File: src/rtl/core/imm_pkg.sv
// ----------------------------------------------------------------------------
// imm_pkg
// Shared types and constants of the integer matrix multiply block.
// ----------------------------------------------------------------------------
package imm_pkg;

    // opcodes carried on s_tuser
    localparam logic [1:0] OP_LOAD_A   = 2'd0;
    localparam logic [1:0] OP_LOAD_B   = 2'd1;
    localparam logic [1:0] OP_MULTIPLY = 2'd2;
    localparam logic [1:0] OP_UNUSED   = 2'd3;

    // configuration register indexes
    localparam logic [1:0] REG_ROWS_A  = 2'd0;
    localparam logic [1:0] REG_INNER   = 2'd1;
    localparam logic [1:0] REG_COLS_B  = 2'd2;

    // fixed field widths
    localparam int IDX_W  = 3;
    localparam int ELEM_W = 32;
    localparam int DIM_W  = 4;
    localparam int TDATA_W = 40;

    // sequencer states
    typedef enum logic [3:0] {
        ST_IDLE  = 4'b0001,
        ST_ISSUE = 4'b0010,
        ST_DRAIN = 4'b0100,
        ST_EMIT  = 4'b1000
    } state_t;

    // control token travelling down the cell chain
    typedef struct packed {
        logic valid;
        logic first;
        logic last;
    } tok_t;

endpackage

File: src/rtl/core/imm_ram.sv
// ----------------------------------------------------------------------------
// imm_ram
// Generic single-write, single-read RAM with registered read data.
// ----------------------------------------------------------------------------
module imm_ram #(
    parameter int WIDTH = 32,
    parameter int DEPTH = 64
) (
    input  logic                                 aclk,
    input  logic                                 wr_en,
    input  logic [(DEPTH > 1 ? $clog2(DEPTH) : 1)-1:0] wr_addr,
    input  logic [WIDTH-1:0]                     wr_data,
    input  logic [(DEPTH > 1 ? $clog2(DEPTH) : 1)-1:0] rd_addr,
    output logic [WIDTH-1:0]                     rd_data
);

    logic [WIDTH-1:0] mem_reg [DEPTH];

    always_ff @(posedge aclk) begin
        if (wr_en) begin
            mem_reg[wr_addr] <= wr_data;
        end
        rd_data <= mem_reg[rd_addr];
    end

endmodule

File: src/rtl/core/imm_cell.sv
// ----------------------------------------------------------------------------
// imm_cell
// One product column: holds column j of B, multiplies the passing A element
// by B[k][j] and accumulates; forwards the A element to the next cell.
// ----------------------------------------------------------------------------
module imm_cell
    import imm_pkg::*;
#(
    parameter int MAX_DIM    = 8,
    parameter int DATA_WIDTH = 32
) (
    input  logic                                     aclk,
    input  logic                                     aresetn,
    input  logic                                     wr_en,
    input  logic [(MAX_DIM > 1 ? $clog2(MAX_DIM) : 1)-1:0] wr_addr,
    input  logic [DATA_WIDTH-1:0]                    wr_data,
    input  tok_t                                     tok_in,
    input  logic [DATA_WIDTH-1:0]                    a_in,
    input  logic [(MAX_DIM > 1 ? $clog2(MAX_DIM) : 1)-1:0] k_in,
    output tok_t                                     tok_out,
    output logic [DATA_WIDTH-1:0]                    a_out,
    output logic [(MAX_DIM > 1 ? $clog2(MAX_DIM) : 1)-1:0] k_out,
    output logic [DATA_WIDTH-1:0]                    sum_out
);

    logic [DATA_WIDTH-1:0] b_rd;
    tok_t                  t1_reg, t2_reg;
    logic [DATA_WIDTH-1:0] a1_reg;
    logic [DATA_WIDTH-1:0] prod_reg, prod_next;
    logic [DATA_WIDTH-1:0] acc_reg, acc_next;
    logic [DATA_WIDTH-1:0] hold_reg;
    logic [(MAX_DIM > 1 ? $clog2(MAX_DIM) : 1)-1:0] k1_reg;

    // column store of B, addressed by row k
    imm_ram #(.WIDTH(DATA_WIDTH), .DEPTH(MAX_DIM)) u_col_ram (
        .aclk    (aclk),
        .wr_en   (wr_en),
        .wr_addr (wr_addr),
        .wr_data (wr_data),
        .rd_addr (k_in),
        .rd_data (b_rd)
    );

    // token stages
    always_ff @(posedge aclk) begin
        if (!aresetn) begin
            t1_reg <= '0;
            t2_reg <= '0;
        end else begin
            t1_reg <= tok_in;
            t2_reg <= t1_reg;
        end
    end

    // multiply and accumulate, wrapping at DATA_WIDTH
    assign prod_next = a1_reg * b_rd;
    assign acc_next  = t2_reg.first ? prod_reg : acc_reg + prod_reg;

    always_ff @(posedge aclk) begin
        a1_reg   <= a_in;
        k1_reg   <= k_in;
        prod_reg <= prod_next;
        if (t2_reg.valid) begin
            acc_reg <= acc_next;
            if (t2_reg.last) begin
                hold_reg <= acc_next;
            end
        end
    end

    assign tok_out = t1_reg;
    assign a_out   = a1_reg;
    assign k_out   = k1_reg;
    assign sum_out = hold_reg;

endmodule

File: config.mk
export PLATFORM = sky130hd
export DESIGN_NAME = imm_cell
export DESIGN_NICKNAME = d
export VERILOG_FILES = /design/src/rtl/core/imm_pkg.sv /design/src/rtl/core/imm_ram.sv /design/src/rtl/core/imm_cell.sv
export SDC_FILE = /design/constraint.sdc
export NUM_CORES = 2
export LEC_CHECK = 0
export ABC_AREA = 1
export CAP_MARGIN = 15
export CELL_PAD_IN_SITES_DETAIL_PLACEMENT = 1
export CELL_PAD_IN_SITES_GLOBAL_PLACEMENT = 1
export CORE_ASPECT_RATIO = 2
export CORE_MARGIN = 8
export CORE_UTILIZATION = 44
export CTS_CLUSTER_SIZE = 30
export DETAILED_ROUTE_END_ITERATION = 16
export DONT_BUFFER_PORTS = 1
export PLACE_DENSITY = 0.78
export SLEW_MARGIN = 5
export SYNTH_ARGS = -nofsm -noshare
export SYNTH_HDL_FRONTEND = slang
export SYNTH_SLANG_ARGS = --single-unit
File: constraint.sdc
create_clock -name aclk -period 7.4 [get_ports aclk]
set_input_delay 0.37 -clock aclk [delete_from_list [all_inputs] [get_ports aclk]]
set_output_delay 0.37 -clock aclk [all_outputs]
set_load 0.05 [all_outputs]
==> impl_metrics.toml <==
[status]
status = "complete, no violations"

[die]
die_w_microns = 209.3
coreArea_sq_mm = 0.07444
die_h_microns = 402.7
io-pin-count = 146
core.rowCount = 142
start_util_pct = 44.19
die_area_sq_mm = 0.08430

[logic_synthesis]
ys_ff_latch = 425
yosysSeqAreaShare_pct = 35.60
synth_area_sq_mm = 0.03290
synth_top_flop_cell = "edfxtp_1"
syn_area_per_cell_sq_um = 9.143
async_reset_ff_share_pct = 0
syn_inst = 3598
synth_edf_count = 320
synth_cell_types = 54
syn-num-nets = 4237
yosysWarnings = 0

[placed_design]
io_buffers = 0
hpwl_mm = 73.98
gp_congestion = 0.9213

[timing]
clock-skew-final_ps = 17.45
slew_headroom_pct = 30.36
setup_viol = 0
worst_pin_slew_ps = 1045
fin_crit_sh_pct = 95.96
hold_viol_final = 0
period_minus_slack_ps = 7101
rsz0062_at_grt = "no"
finalMaxSlewViolations = 0
max_freq_mhz = 140.8
tns_ps = 0

[routing]
first_iter_violations = 1821
vias = 24590
wire_per_inst_microns = 21.91
routed_wl_mm = 101.0
drc = 0
via_per_inst = 5.334
first_pass_iters = 5
ant_nets = 0

[worst_setup_path]
r2r_end = "prod_reg[26]"
path_class = "reg2reg"
max_stage_delay_ps = 730
cp-endpoint = "prod_reg[26]"
crit_start = "a_out[15]"
reg2regPathDepth = 25
r2r_setup_slack_ps = 300
path_common_cell = "fa_1"
rr_startpoint = "a_out[15]"
startpoint_type = "flip-flop"
cpMaxStageDelayCell = "dfxtp_1"
cp.arrival_ps = 7640
required_ps = 7940
cp-end-kind = "flip-flop"
crit_fanout = 11

[layout]
drive_above_1_share_pct = 5.721
multi_input_area_sq_mm = 0.01764
fin_nets = 4275
syn_to_final_growth_pct = 10.31
fill_cells = 8470
layout_commonest_cell = "nand2_1"
largest_reg_flops = 256
final_cell_mix = "828 x nand2_1, 778 x inv_1, 409 x fa_1"
ff_latch_area_sq_mm = 0.01173

[hold_path]
whs_path_depth = 3
hp-class = "in2reg"
hp-start = "k_in[1]"

[clocking]
cts_max_level = 2
cts_sinks = 425
clk_pin_slew_ps = 70
clk_latency_ps = 610
cts_tree = "yes"
ctsRootBufferMaster = "clkbuf_16"
numCtsBuffers = 43
cts.path.max_buffers = 3

[flow_run]
drv_cap = 0

[global_route]
grt-ovfl-total = 0
antenna_found_initial = 5
grt_first_pass_wirelength_mm = 160.8
globalRouteTotalUtil_pct = 24.41
grt_pass1_vias = 27950
grt_max_degree = 131
## worst min path at each step
stage,slack (ps),endpoint
floorplan,400,a_out[0]
global placement,400,a_out[31]
detailed placement,400,a_out[18]
CTS,1,u_col_ram.rd_data[27]
global route,50,u_col_ram.rd_data[27]
finish,50,u_col_ram.rd_data[14]
## cell usage after synthesis (all sizes together) (3+ instances only)
cell type | count | area share, %
clkbuf | 111 | 1.3
a31oi | 38 | 0.72
nand4 | 14 | 0.27
xnor2 | 14 | 0.37
nand3b | 14 | 0.32
edfxtp | 320 | 29
o21ai | 174 | 2.7
ha | 154 | 5.9
buf | 47 | 0.73
nor2 | 300 | 3.4
fa | 409 | 25
a21oi | 70 | 1.2
a21boi | 4 | 0.14
xor2 | 27 | 0.72
o31ai | 4 | 0.091
a211oi | 4 | 0.091
a21o | 4 | 0.091
o22ai | 32 | 0.61
nor4 | 3 | 0.076
dfxtp | 105 | 6.4
or2 | 11 | 0.21
o21bai | 13 | 0.31
nand2 | 835 | 9.6
nand3 | 82 | 1.3
inv | 783 | 8.9
nor3 | 13 | 0.23
## metrics by stage
| step | utilization (%) | setup slack, ps | area (sq um) | hold slack [ps] | cells |
|---|---|---|---|---|---|
| final | 48.74 | 299.2 | 36290 | 47.14 | 4611 |
| after global routing | 48.74 | 24.09 | 36290 | 47.02 | 4611 |
| after CTS | 48.72 | 274.3 | 36270 | 1.076 | 4607 |
| after detailed placement | 45.79 | 309.2 | 34090 | 397.8 | 4456 |
| after global placement | 45.79 | 396.8 | 34090 | 397.8 | 4456 |
| after floorplan | - | 652.2 | 32900 | 397.7 | 3598 |
## cell type report
class                           count  area share (%)
Multi-Input combinational cell   2231           48.61
Inverter                          784           8.113
Timing Repair Buffer              151           3.648
Antenna cell                        4         0.02758
Clock inverter                     27          0.9103
Clock buffer                       53           3.152
Sequential cell                   425           32.31
Tap cell                          936           3.227
## kinds of logic after synthesis
family | Yosys count | synth area share, %
adders and majority gates | 563 | 30.75
xor gates and xnor gates | 41 | 1.092
AOI/OAI and AO/OA | 354 | 6.200
and+or+nand+nor | 1273 | 15.40
buffers and inverters | 942 | 10.96
DFF | 425 | 35.60
## repair_timing
action	CTS	global route
endpoints found under the hold margin	303	0
hold buffers	71	0
setup endpoints to repair	0	2
resized for setup	0	5
setup buffers	0	0
## routing by layer
| layer | global-route usage, % | vias to the layer above | wire length [microns] |
|---|---|---|---|
| li1 | - | 11080 | - |
| met1 | 31.49 | 12600 | 42240 |
| met2 | 41.54 | 745 | 49530 |
| met3 | 3.817 | 166 | 5997 |
| met4 | 8.074 | 2 | 3224 |
| met5 | 0 | - | 8 |
## worst max-delay path: cells and delay by family (launching register included)
kind | cells | cell delay (ps)
xor gates and xnor gates | 1 | 140
adders and majority gates | 9 | 4350
buffers and inverters | 6 | 580
DFF | 1 | 730
and+or+nand+nor | 9 | 1220
Power is left out: the tool's default activity adds up to more than one toggle a clock period on the data nets, which glitch-free logic cannot reach.
